<file path="src/sv/ehfx_pkg.sv">
`timescale 1ns / 1ps

package ehfx_pkg;

   localparam int MAX_FRAME_BYTES = 16384;
   localparam int POS_W           = $clog2(MAX_FRAME_BYTES + 1);
   localparam int SEL_W           = 4;
   localparam int BYTE_W          = 8;
   localparam int VALUE_W         = 48;
   localparam int LEN_W           = 15;
   localparam int RSP_W           = 80;

   localparam logic [7:0]  ETH_HDR_BYTES  = 8'd14;
   localparam logic [7:0]  PROTO_ICMP     = 8'd1;
   localparam logic [7:0]  PROTO_TCP      = 8'd6;
   localparam logic [7:0]  PROTO_UDP      = 8'd17;
   localparam logic [15:0] ETHERTYPE_IPV4 = 16'h0800;

   localparam logic [POS_W-1:0] POS_ETYPE_HI = POS_W'(12);
   localparam logic [POS_W-1:0] POS_ETYPE_LO = POS_W'(13);
   localparam logic [POS_W-1:0] POS_IHL      = POS_W'(14);
   localparam logic [POS_W-1:0] POS_PROTO    = POS_W'(23);
   localparam logic [POS_W-1:0] POS_LIMIT    = POS_W'(MAX_FRAME_BYTES);

   typedef enum logic [1:0] {
      BASE_ETH,
      BASE_IP,
      BASE_L4
   } base_type;

   typedef enum logic [2:0] {
      KIND_NONE,
      KIND_IP,
      KIND_TCP,
      KIND_TCPUDP,
      KIND_ICMP
   } kind_type;

   typedef enum logic [SEL_W-1:0] {
      SEL_SRCMAC,
      SEL_DSTMAC,
      SEL_PROTO,
      SEL_SRCIP,
      SEL_DSTIP,
      SEL_IPID,
      SEL_TTL,
      SEL_SRCPORT,
      SEL_DSTPORT,
      SEL_SEQ,
      SEL_ACK,
      SEL_URGPTR,
      SEL_URG,
      SEL_WINDOW,
      SEL_ICMPTYPE,
      SEL_UNUSED
   } sel_type;

   typedef struct packed {
      base_type   base;
      logic [4:0] offset;
      logic [2:0] length;
      kind_type   kind;
   } field_desc_type;

   typedef struct packed {
      logic [POS_W-1:0]   pos;
      logic [15:0]        ether_kind;
      logic [3:0]         ihl;
      logic [7:0]         proto;
      logic [3:0]         tcp_words;
      logic [VALUE_W-1:0] cap_field;
      logic [3:0]         cap_bytes;
   } frame_type;

   function automatic field_desc_type field_desc(sel_type sel);
      field_desc_type d;
      case (sel)
         SEL_SRCMAC:   d = '{BASE_ETH, 5'd6,  3'd6, KIND_NONE};
         SEL_DSTMAC:   d = '{BASE_ETH, 5'd0,  3'd6, KIND_NONE};
         SEL_PROTO:    d = '{BASE_IP,  5'd9,  3'd1, KIND_IP};
         SEL_SRCIP:    d = '{BASE_IP,  5'd12, 3'd4, KIND_IP};
         SEL_DSTIP:    d = '{BASE_IP,  5'd16, 3'd4, KIND_IP};
         SEL_IPID:     d = '{BASE_IP,  5'd4,  3'd2, KIND_IP};
         SEL_TTL:      d = '{BASE_IP,  5'd8,  3'd1, KIND_IP};
         SEL_SRCPORT:  d = '{BASE_L4,  5'd0,  3'd2, KIND_TCPUDP};
         SEL_DSTPORT:  d = '{BASE_L4,  5'd2,  3'd2, KIND_TCPUDP};
         SEL_SEQ:      d = '{BASE_L4,  5'd4,  3'd4, KIND_TCP};
         SEL_ACK:      d = '{BASE_L4,  5'd8,  3'd4, KIND_TCP};
         SEL_URGPTR:   d = '{BASE_L4,  5'd18, 3'd2, KIND_TCP};
         SEL_URG:      d = '{BASE_L4,  5'd13, 3'd1, KIND_TCP};
         SEL_WINDOW:   d = '{BASE_L4,  5'd14, 3'd2, KIND_TCP};
         SEL_ICMPTYPE: d = '{BASE_L4,  5'd0,  3'd1, KIND_ICMP};
         default:      d = '{BASE_ETH, 5'd0,  3'd0, KIND_NONE};
      endcase
      return d;
   endfunction

   // L4 header start: 14 + 4 * IHL (max 74)
   function automatic logic [7:0] l4_start(logic [3:0] ihl);
      return ETH_HDR_BYTES + {2'b00, ihl, 2'b00};
   endfunction

   function automatic logic [POS_W-1:0] to_pos(logic [7:0] v);
      return {{(POS_W - 8){1'b0}}, v};
   endfunction

endpackage

</file>
<file path="src/sv/ehfx_frame.sv">
`timescale 1ns / 1ps

module ehfx_frame (
   input  logic                        clock,
   input  logic                        reset,
   input  logic                        step,
   input  logic                        last,
   input  logic [ehfx_pkg::BYTE_W-1:0] frame_byte,
   input  ehfx_pkg::sel_type           field_select,
   output ehfx_pkg::frame_type         upd
);

   ehfx_pkg::frame_type      cur_ff;
   ehfx_pkg::frame_type      cur_in;
   ehfx_pkg::field_desc_type desc;
   logic [7:0]               l4;
   logic [7:0]               base_pos;
   logic [7:0]               start;
   logic [7:0]               stop;

   always_comb begin
      upd      = cur_ff;
      desc     = ehfx_pkg::field_desc(field_select);
      l4       = ehfx_pkg::l4_start(cur_ff.ihl);
      base_pos = 8'd0;
      start    = 8'd0;
      stop     = 8'd0;
      if (cur_ff.pos < ehfx_pkg::POS_LIMIT) begin
         if (cur_ff.pos == ehfx_pkg::POS_IHL) begin
            upd.ihl = frame_byte[3:0];
         end
         l4 = ehfx_pkg::l4_start(upd.ihl);
         if (cur_ff.pos == ehfx_pkg::POS_ETYPE_HI || cur_ff.pos == ehfx_pkg::POS_ETYPE_LO) begin
            upd.ether_kind = {cur_ff.ether_kind[7:0], frame_byte};
         end
         if (cur_ff.pos == ehfx_pkg::POS_PROTO) begin
            upd.proto = frame_byte;
         end
         if (cur_ff.pos == ehfx_pkg::to_pos(l4 + 8'd12)) begin
            upd.tcp_words = frame_byte[7:4];
         end
         case (desc.base)
            ehfx_pkg::BASE_IP: base_pos = ehfx_pkg::ETH_HDR_BYTES;
            ehfx_pkg::BASE_L4: base_pos = l4;
            default:           base_pos = 8'd0;
         endcase
         start = base_pos + {3'b000, desc.offset};
         stop  = start + {5'b00000, desc.length};
         if (cur_ff.pos >= ehfx_pkg::to_pos(start) && cur_ff.pos < ehfx_pkg::to_pos(stop)) begin
            upd.cap_field = {cur_ff.cap_field[ehfx_pkg::VALUE_W-9:0], frame_byte};
            if (cur_ff.cap_bytes != 4'hF) begin
               upd.cap_bytes = cur_ff.cap_bytes + 4'd1;
            end
         end
         upd.pos = cur_ff.pos + ehfx_pkg::POS_W'(1);
      end
   end

   always_comb begin
      cur_in = cur_ff;
      if (step) begin
         cur_in = last ? '0 : upd;
      end
   end

   always_ff @(posedge clock) begin
      if (reset) begin
         cur_ff <= '0;
      end else begin
         cur_ff <= cur_in;
      end
   end

endmodule

</file>
<file path="src/sv/ehfx_result.sv">
`timescale 1ns / 1ps

module ehfx_result (
   input  logic                       clock,
   input  logic                       reset,
   input  logic                       load,
   input  ehfx_pkg::frame_type        upd,
   input  ehfx_pkg::sel_type          field_select,
   input  logic                       rsp_tready,
   output logic                       rsp_tvalid,
   output logic [ehfx_pkg::RSP_W-1:0] rsp_tdata,
   output logic                       rsp_free
);

   ehfx_pkg::field_desc_type         desc;
   logic                             ip;
   logic                             is_tcp;
   logic                             kind_ok;
   logic                             present;
   logic [ehfx_pkg::VALUE_W-1:0]     mask;
   logic [ehfx_pkg::VALUE_W-1:0]     value;
   logic [7:0]                       l4;
   logic [7:0]                       poff;
   logic                             ppres;
   logic [ehfx_pkg::LEN_W-1:0]       plen;
   logic                             rsp_tvalid_ff;
   logic                             rsp_tvalid_in;
   logic [ehfx_pkg::RSP_W-1:0]       rsp_data_ff;
   logic [ehfx_pkg::RSP_W-1:0]       rsp_data_in;

   always_comb begin
      desc   = ehfx_pkg::field_desc(field_select);
      ip     = upd.ether_kind == ehfx_pkg::ETHERTYPE_IPV4;
      is_tcp = ip && upd.proto == ehfx_pkg::PROTO_TCP;
      case (desc.kind)
         ehfx_pkg::KIND_NONE:   kind_ok = 1'b1;
         ehfx_pkg::KIND_IP:     kind_ok = ip;
         ehfx_pkg::KIND_TCP:    kind_ok = is_tcp;
         ehfx_pkg::KIND_TCPUDP: kind_ok = is_tcp || (ip && upd.proto == ehfx_pkg::PROTO_UDP);
         ehfx_pkg::KIND_ICMP:   kind_ok = ip && upd.proto == ehfx_pkg::PROTO_ICMP;
         default:               kind_ok = 1'b0;
      endcase
      present = field_select != ehfx_pkg::SEL_UNUSED && kind_ok
                && upd.cap_bytes == {1'b0, desc.length};

      if (desc.length >= 3'd6) begin
         mask = '1;
      end else begin
         mask = (ehfx_pkg::VALUE_W'(1) << {desc.length, 3'b000}) - ehfx_pkg::VALUE_W'(1);
      end
      value = upd.cap_field & mask;
      if (field_select == ehfx_pkg::SEL_URG) begin
         value = {{(ehfx_pkg::VALUE_W - 1){1'b0}}, value[5]};
      end
      if (!present) begin
         value = '0;
      end

      l4    = ehfx_pkg::l4_start(upd.ihl);
      ppres = 1'b0;
      poff  = 8'd0;
      if (is_tcp && upd.pos >= ehfx_pkg::to_pos(l4 + 8'd13)) begin
         ppres = 1'b1;
         poff  = l4 + {2'b00, upd.tcp_words, 2'b00};
      end else if (ip && upd.proto == ehfx_pkg::PROTO_UDP) begin
         ppres = 1'b1;
         poff  = l4 + 8'd8;
      end
      plen = '0;
      if (ppres && upd.pos > ehfx_pkg::to_pos(poff)) begin
         plen = ehfx_pkg::LEN_W'(upd.pos - ehfx_pkg::to_pos(poff));
      end

      rsp_data_in = {ppres, plen, ehfx_pkg::LEN_W'(poff), present, value};
   end

   always_comb begin
      rsp_tvalid_in = rsp_tvalid_ff;
      if (load) begin
         rsp_tvalid_in = 1'b1;
      end else if (rsp_tready) begin
         rsp_tvalid_in = 1'b0;
      end
   end

   always_ff @(posedge clock) begin
      if (reset) begin
         rsp_tvalid_ff <= 1'b0;
      end else begin
         rsp_tvalid_ff <= rsp_tvalid_in;
      end
   end

   always_ff @(posedge clock) begin
      if (load) begin
         rsp_data_ff <= rsp_data_in;
      end
   end

   assign rsp_tvalid = rsp_tvalid_ff;
   assign rsp_tdata  = rsp_data_ff;
   assign rsp_free   = !rsp_tvalid_ff || rsp_tready;

endmodule

</file>
<file path="src/sv/eth_ipv4_l4_header_field_extractor.sv">
`timescale 1ns / 1ps
// An accepted last beat is held in the s1 input register, then its result is loaded into the rsp register.
// Throughput: one beat per cycle; the input register and the result register
// are both one deep, so a held result stalls req only on the next last beat.
// Reset (synchronous): clears frame state, field_select and both valids.
// Per-frame state also clears after every last beat.

module eth_ipv4_l4_header_field_extractor (
   input  logic                         clock,
   input  logic                         reset,
   input  logic                         req_tvalid,
   output logic                         req_tready,
   input  logic [ehfx_pkg::BYTE_W-1:0]  req_tdata,   // [7:0] frame_byte
   input  logic                         req_tlast,   // end_of_frame
   output logic                         rsp_tvalid,
   input  logic                         rsp_tready,
   // [47:0] field_value, [48] field_present, [63:49] payload_offset,
   // [78:64] payload_length, [79] payload_present
   output logic [ehfx_pkg::RSP_W-1:0]   rsp_tdata,
   input  logic                         csr_wr_en,
   input  logic [ehfx_pkg::SEL_W-1:0]   csr_wr_data  // field_select
);

   logic                        s1_valid_ff;
   logic                        s1_valid_in;
   logic                        s1_last_ff;
   logic [ehfx_pkg::BYTE_W-1:0] s1_byte_ff;
   ehfx_pkg::sel_type           sel_ff;
   ehfx_pkg::frame_type         upd;
   logic                        rsp_free;
   logic                        advance;
   logic                        req_beat;

   assign advance    = s1_valid_ff && (!s1_last_ff || rsp_free);
   assign req_tready = !s1_valid_ff || advance;
   assign req_beat   = req_tvalid && req_tready;

   always_comb begin
      s1_valid_in = s1_valid_ff;
      if (req_beat) begin
         s1_valid_in = 1'b1;
      end else if (advance) begin
         s1_valid_in = 1'b0;
      end
   end

   always_ff @(posedge clock) begin
      if (reset) begin
         s1_valid_ff <= 1'b0;
         sel_ff      <= ehfx_pkg::SEL_SRCMAC;
      end else begin
         s1_valid_ff <= s1_valid_in;
         if (csr_wr_en) begin
            sel_ff <= ehfx_pkg::sel_type'(csr_wr_data);
         end
      end
   end

   always_ff @(posedge clock) begin
      if (req_beat) begin
         s1_byte_ff <= req_tdata;
         s1_last_ff <= req_tlast;
      end
   end

   ehfx_frame u_frame (
      .clock        (clock),
      .reset        (reset),
      .step         (advance),
      .last         (s1_last_ff),
      .frame_byte   (s1_byte_ff),
      .field_select (sel_ff),
      .upd          (upd)
   );

   ehfx_result u_result (
      .clock        (clock),
      .reset        (reset),
      .load         (advance && s1_last_ff),
      .upd          (upd),
      .field_select (sel_ff),
      .rsp_tready   (rsp_tready),
      .rsp_tvalid   (rsp_tvalid),
      .rsp_tdata    (rsp_tdata),
      .rsp_free     (rsp_free)
   );

endmodule

</file>
<file path="config.mk">
export PLATFORM = sky130hd
export DESIGN_NAME = eth_ipv4_l4_header_field_extractor
export DESIGN_NICKNAME = d
export VERILOG_FILES = /design/src/sv/ehfx_pkg.sv /design/src/sv/ehfx_frame.sv /design/src/sv/ehfx_result.sv /design/src/sv/eth_ipv4_l4_header_field_extractor.sv
export SDC_FILE = /design/constraint.sdc
export NUM_CORES = 1
export LEC_CHECK = 0
export ABC_CLOCK_PERIOD_IN_PS = 8100
export BUFFER_PORTS_ARGS = -buffer_cell sky130_fd_sc_hd__buf_2
export CAP_MARGIN = 25
export CORE_ASPECT_RATIO = 0.9
export CORE_UTILIZATION = 25
export CTS_CLUSTER_SIZE = 12
export DETAILED_ROUTE_END_ITERATION = 10
export PLACE_DENSITY_LB_ADDON = 0.2
export SYNTH_ARGS = -nofsm -noshare
export SYNTH_HDL_FRONTEND = slang
export SYNTH_HIERARCHICAL = 1
export SYNTH_SLANG_ARGS = --single-unit
</file>
<file path="constraint.sdc">
create_clock -name clock -period 8.1 [get_ports clock]
set_clock_uncertainty 0.05 [all_clocks]
set_input_delay 0 -clock clock [delete_from_list [all_inputs] [get_ports clock]]
set_output_delay 0 -clock clock [all_outputs]
set_load 0.02 [all_outputs]
</file>
## Yosys cells after proc, flatten, opt, wreduce, memory -nomap -nowiden

Memory sizes are Yosys's and may differ from the RTL's. A register that Yosys moved wholly into a read port is not among the register bits.
Index checks and enable logic that the tools add are counted.

- Flip-flop bits (word level): 187
- Memory bits (read-only): 416
- Bits of input ports: 18
- Output and inout bits: 82
- Word-level logic and storage cells: 107
- Memories: 2

- Add/subtract/negate cells: 12
- $lt $le $gt $ge: 6
- Equal/unequal tests: 19
- Shifts and indexed selects: 1
- Multiplexer cells: 26
- Bitwise logic cells: 2
- Reduce and logical (&&, ||, !) cells: 23

Memory list:

| name | depth | width | read ports | clocked after memory_dff | write ports | RTL line | text |
|---|---|---|---|---|---|---|---|
| (name not given) | 16 | 13 | 1 | 1 | 0 | ehfx_pkg.sv:77 | `case (sel)` |
| (name not given) | 16 | 13 | 1 | 1 | 0 | ehfx_pkg.sv:77 |  |

Operators by type and width:

| cell | number |
|---|---|
| 99-bit two-way mux | 2 |
| 52-bit two-way mux | 1 |
| 48-bit bitwise AND | 1 |
| 48-bit two-way mux | 1 |
| 1-bit by 6-bit left shift with 48-bit output (first input constant) | 1 |
| 48-bit by 2-bit subtractor with 48-bit output (second input constant) | 1 |
| 15-bit by 4-bit == test with 1-bit output (second input constant) | 3 |
| 4-bit two-way mux | 8 |
| 8-bit two-way mux | 4 |
| 15-bit by 8-bit >= comparator with 1-bit output | 2 |
| 8-bit by 4-bit adder with 8-bit output (second input constant) | 3 |
| 16-bit by 12-bit == test with 1-bit output (second input constant) | 1 |
| 16-bit two-way mux | 1 |
| 8-bit one-hot mux with 2 select lines | 1 |
| 15-bit by 1-bit adder with 15-bit output (second input constant) | 1 |
| 15-bit by 5-bit == test with 1-bit output (second input constant) | 1 |
| 15-bit by 8-bit == test with 1-bit output | 1 |
| 15-bit by 8-bit > comparator with 1-bit output | 1 |
| 15-bit less-than comparator (second input constant) | 1 |
| 15-bit by 8-bit less-than comparator with 1-bit output | 1 |
| 15-bit by 8-bit subtractor with 15-bit output | 1 |
| 4-bit by 6-bit adder with 7-bit output (first input constant) | 2 |
| 1-bit logical AND | 11 |
| 8-bit by 3-bit adder with 8-bit output | 1 |
| other kinds (23) | 38 |

## Logic depth before layout (Yosys ltp)

- Word-level depth: 20
- Mapped depth: 32
- Depth with buffers taken out: 28

## By module

Netlist, hierarchy kept.

Modules (own cells, without submodules):

| module | times used | cells each | area an instance (µm²) | sequential area each (µm²) |
|---|---|---|---|---|
| ehfx_frame | 1 | 635 | 6,064.6 | 1,981.9 |
| ehfx_result | 1 | 420 | 4,346.7 | 2,182.1 |
| eth_ipv4_l4_header_field_extractor | 1 | 30 | 489.2 | 370.4 |

## Least setup slack after synthesis

Ideal clock, no wire load.

- Path type: reg-to-reg
- From: register u_frame/cur_ff[84] (netlist name)
- To: register u_result.rsp_data_ff, in the netlist u_result/rsp_tdata[16] (data pin)
- Setup time: 0.168 ns
- Arrival time: 6.029 ns
- Required time: 7.882 ns
- Setup slack: 1.854 ns
- Stages on the path, launching flop included: 29
- Buffers on the path: 4
- Clock period less this slack: 6.246 ns
- Path through: dfxtp_1 -> inv_1 -> ha_1 -> nor4b_1 -> and4_1 -> buf_6 -> mux2i_1 -> ha_1 -> nor2b_1 -> o21ai_0 -> and3_1 -> ha_1 -> a21oi_1 -> or4_1 -> ha_1 -> nand4_1 -> nor2_1 -> nor4_1 -> a2111oi_0 -> and2_1 -> buf_2 -> buf_2 -> and4b_1 -> nor2_1 -> xor2_1 -> nor3_1 -> nand4_1 -> buf_2 -> nor4b_4

RTL lines:

| element | RTL line | text |
|---|---|---|
| start: declaration | ehfx_frame.sv:13 | `ehfx_pkg::frame_type cur_ff;` |
| start signal: assignment | ehfx_frame.sv:70 | `cur_ff <= cur_in;` |
| end signal: assignment | ehfx_result.sv:96 | `rsp_data_ff <= rsp_data_in;` |
| end: declaration | ehfx_result.sv:28 | `logic [ehfx_pkg::RSP_W-1:0] rsp_data_ff;` |

==> impl_metrics.env <==
export IMPL_syn_instance_count=1085
export IMPL_grt_total_usage_pct=13.5
export IMPL_grt_pass1_vias=8262
export IMPL_cts_buffers=17
export IMPL_pre_cts_ws_ns=0.752
export IMPL_switching_share_pct=28.1
export IMPL_final_cell_mix="nor2_1, dfxtp_1, buf_2"
export IMPL_crit_slowest_cell="a2111oi_0"
export IMPL_synth_top_cell_by_area="edfxtp_1"
export IMPL_htreeDepth=4
export IMPL_maxCapViolations=0
export IMPL_cts_path_max_buffers=2
export IMPL_p_int_mw=1.63
export IMPL_hpwl_um=20800
export IMPL_fin_crit_ns=7.26
export IMPL_cts_sinks=186
export IMPL_p_total_mw=2.26
export IMPL_multi_input_area_sq_um=5850
export IMPL_totalWireLength_um=29500
export IMPL_insertedDiodeCount=0
export IMPL_portBuffers=91
export IMPL_finalHoldViolCount=0
export IMPL_grt_overflow=0
export IMPL_synth_cell_type_count=86
export IMPL_ys_async_sr_fraction_pct=0
export IMPL_setup_viol=0
export IMPL_max_stage_delay_ns=0.56
export IMPL_route_vias_total=8493
export IMPL_final_cell_area_sq_um=12700
export IMPL_die_y_um=200
export IMPL_dpl_cell_area_sq_um=11900
export IMPL_worst_slew_pin_slew_ns=0.875
export IMPL_p_clk_share_pct=39.7
export IMPL_cts_root_buf="clkbuf_16"
export IMPL_dieArea_sq_um=44400
export IMPL_area_sequential_sq_um=4530
export IMPL_grt_start_max_net_pins=66
export IMPL_coreArea_sq_um=43000
export IMPL_critPathTopFamily="simple AND/OR/NAND/NOR gates"
export IMPL_startpoint_type="register"
export IMPL_path_max_fanout=52
export IMPL_crit_type="reg -> reg"
export IMPL_cp_num_buf_inv=4
export IMPL_powerDensity_nw_per_um2=178
export IMPL_rsz0062_at_grt="no"
export IMPL_power_switching_uw=638
export IMPL_crit_path_frequent_cell="ha_1"
export IMPL_avgSynthCellArea_sq_um=10.0
export IMPL_max_freq_ghz=0.138
export IMPL_seqPwrFrac_pct=44.3
export IMPL_fin_ws_ns=0.845
export IMPL_final_common_cell="nor2_1"
export IMPL_slew_violations=0
export IMPL_period_share_pct=89.6
export IMPL_die_width_um=222
export IMPL_via_per_inst=4.91
export IMPL_drive_gt1_share_pct=21.5
export IMPL_critical_path_arrival_ns=7.39
export IMPL_fillCellCount=4490
export IMPL_p_leak_nw=4.93
export IMPL_hold_worst_slack_ns=0.121
export IMPL_pwr_share_comb_pct=16.0
export IMPL_fin_setup_tns_ns=0
export IMPL_grt_pass1_wl_um=46600
export IMPL_rows=72
export IMPL_post_route_drc_count=0
export IMPL_ys_seq_area_share_pct=41.6
export IMPL_route_antenna_remaining_nets=0
export IMPL_synth_warnings=6
export IMPL_post_cts_buffers=0
export IMPL_routabilityCongestion=0.813
export IMPL_drtPass1Iterations=5
export IMPL_grt_antenna_before_repair=3
export IMPL_io_pins=100
export IMPL_synth_ff_type="dfxtp_1"
export IMPL_drt_iter0_drc=555
export IMPL_start_util_pct=25.4
export IMPL_fin_nets=1248
export IMPL_synthTopCellsByArea="edfxtp_1, dfxtp_1, mux2_2, ha_1, nor2_1"
export IMPL_yosys_register_bits=186
export IMPL_relSlewSlack_pct=41.7
export IMPL_cts_tree="done"
export IMPL_clkTransAtPathRegs_ns=0.08
export IMPL_synth_area_sq_um=10900
export IMPL_syn2layout_area_growth_pct=16.6
export IMPL_hp_class="in -> reg"
export IMPL_cp_end_kind="register"
export IMPL_wl_per_cell_um=17.1
export IMPL_crit_required_ns=8.24
export IMPL_synth_top_cell_area_share_pct=22.3
export IMPL_vdd_drop_max_v=0.000116
export IMPL_outcome="complete, no violations"
export IMPL_clock_latency_ns=0.46
export IMPL_synth_edff_count=81
==> worst paths after layout <==
check / from / end / slack (ns) / depth (start not counted)
worst max-delay path: u_frame/cur_ff[84] / u_result/rsp_tdata[45] / 0.84 / 26
worst min-delay path: reset / sel_ff[1] / 0.12 / 3
worst min register to register: u_frame/cur_ff[49] / u_frame/cur_ff[49] / 0.41 / 1
worst max register to register: u_frame/cur_ff[84] / u_result/rsp_tdata[45] / 0.84 / 26
==> worst min-delay path: cells and delay by family <==
kind	cells	cell delay, ns
buf+inv	2	0.42
simple gates	1	0.16
==> kinds of logic after synthesis <==
family	share of synthesized area [%]
fa+ha+maj	8.08
buf+inv	5.27
compound gates	15.8
xor+xnor	3.93
flops	41.6
mux	9.65
simple gates	15.7
other cells	0.0344
==> power groups by stage <==
stage / clock [mW] / combinational (mW) / sequential [mW]
global route: 0.970 / 0.403 / 1.01
global placement: 0 / 0.355 / 1.03
detailed placement: 0 / 0.359 / 1.03
CTS: 0.935 / 0.368 / 1.00
floorplan: 0 / 0.267 / 1.02
finish: 0.899 / 0.362 / 1.00
==> registers in the layout, summed over array words and instances (netlist names) <==
name                 count
u_result/rsp_tvalid      1
s1_byte_ff               8
sel_ff                   4
s1_last_ff               1
u_result/rsp_tdata      72
u_frame/cur_ff          99
s1_valid_ff              1
==> through the flow <==
| step | cells | utilization [%] |
|---|---|---|
| floorplan | 1092 | - |
| global placement | 1676 | 27.5 |
| detailed placement | 1678 | 27.6 |
| CTS | 1730 | 29.6 |
| global route | 1730 | 29.6 |
| finish | 1730 | 29.6 |
==> cells in the mapped netlist, drive strengths merged (10+ instances only) <==
cell,instances
nor2,140
dfxtp,105
mux2,83
edfxtp,81
ha,64
nand3,64
clkbuf,52
a32o,48
a22oi,43
inv,43
nand2,37
a21oi,36
xnor2,33
buf,28
o21ai,22
xor2,15
nor3,14
nor4,12
o21a,11
a21o,10
and3,10
nor2b,10
==> routing by layer <==
layer	GRT usage (%)	part of all wire (%)
met2	19.7	42
met5	0	0
met1	20.0	52
met3	2.42	4.3
met4	4.06	1.1
==> cell type report <==
type,count,share of cell area [%]
Multi-Input combinational cell,783,46.0
Clock buffer,21,4.05
Clock inverter,11,0.906
Tap cell,555,5.46
Timing Repair Buffer,131,6.63
Inverter,43,1.29
Sequential cell,186,35.7
==> timing repair <==
action	in CTS	in global routing
hold buffers	20	0
gates resized for setup	0	1
setup endpoints to repair	0	8
endpoints found under the hold margin	15	0
No activity file was read; power rests on OpenSTA's default activity.
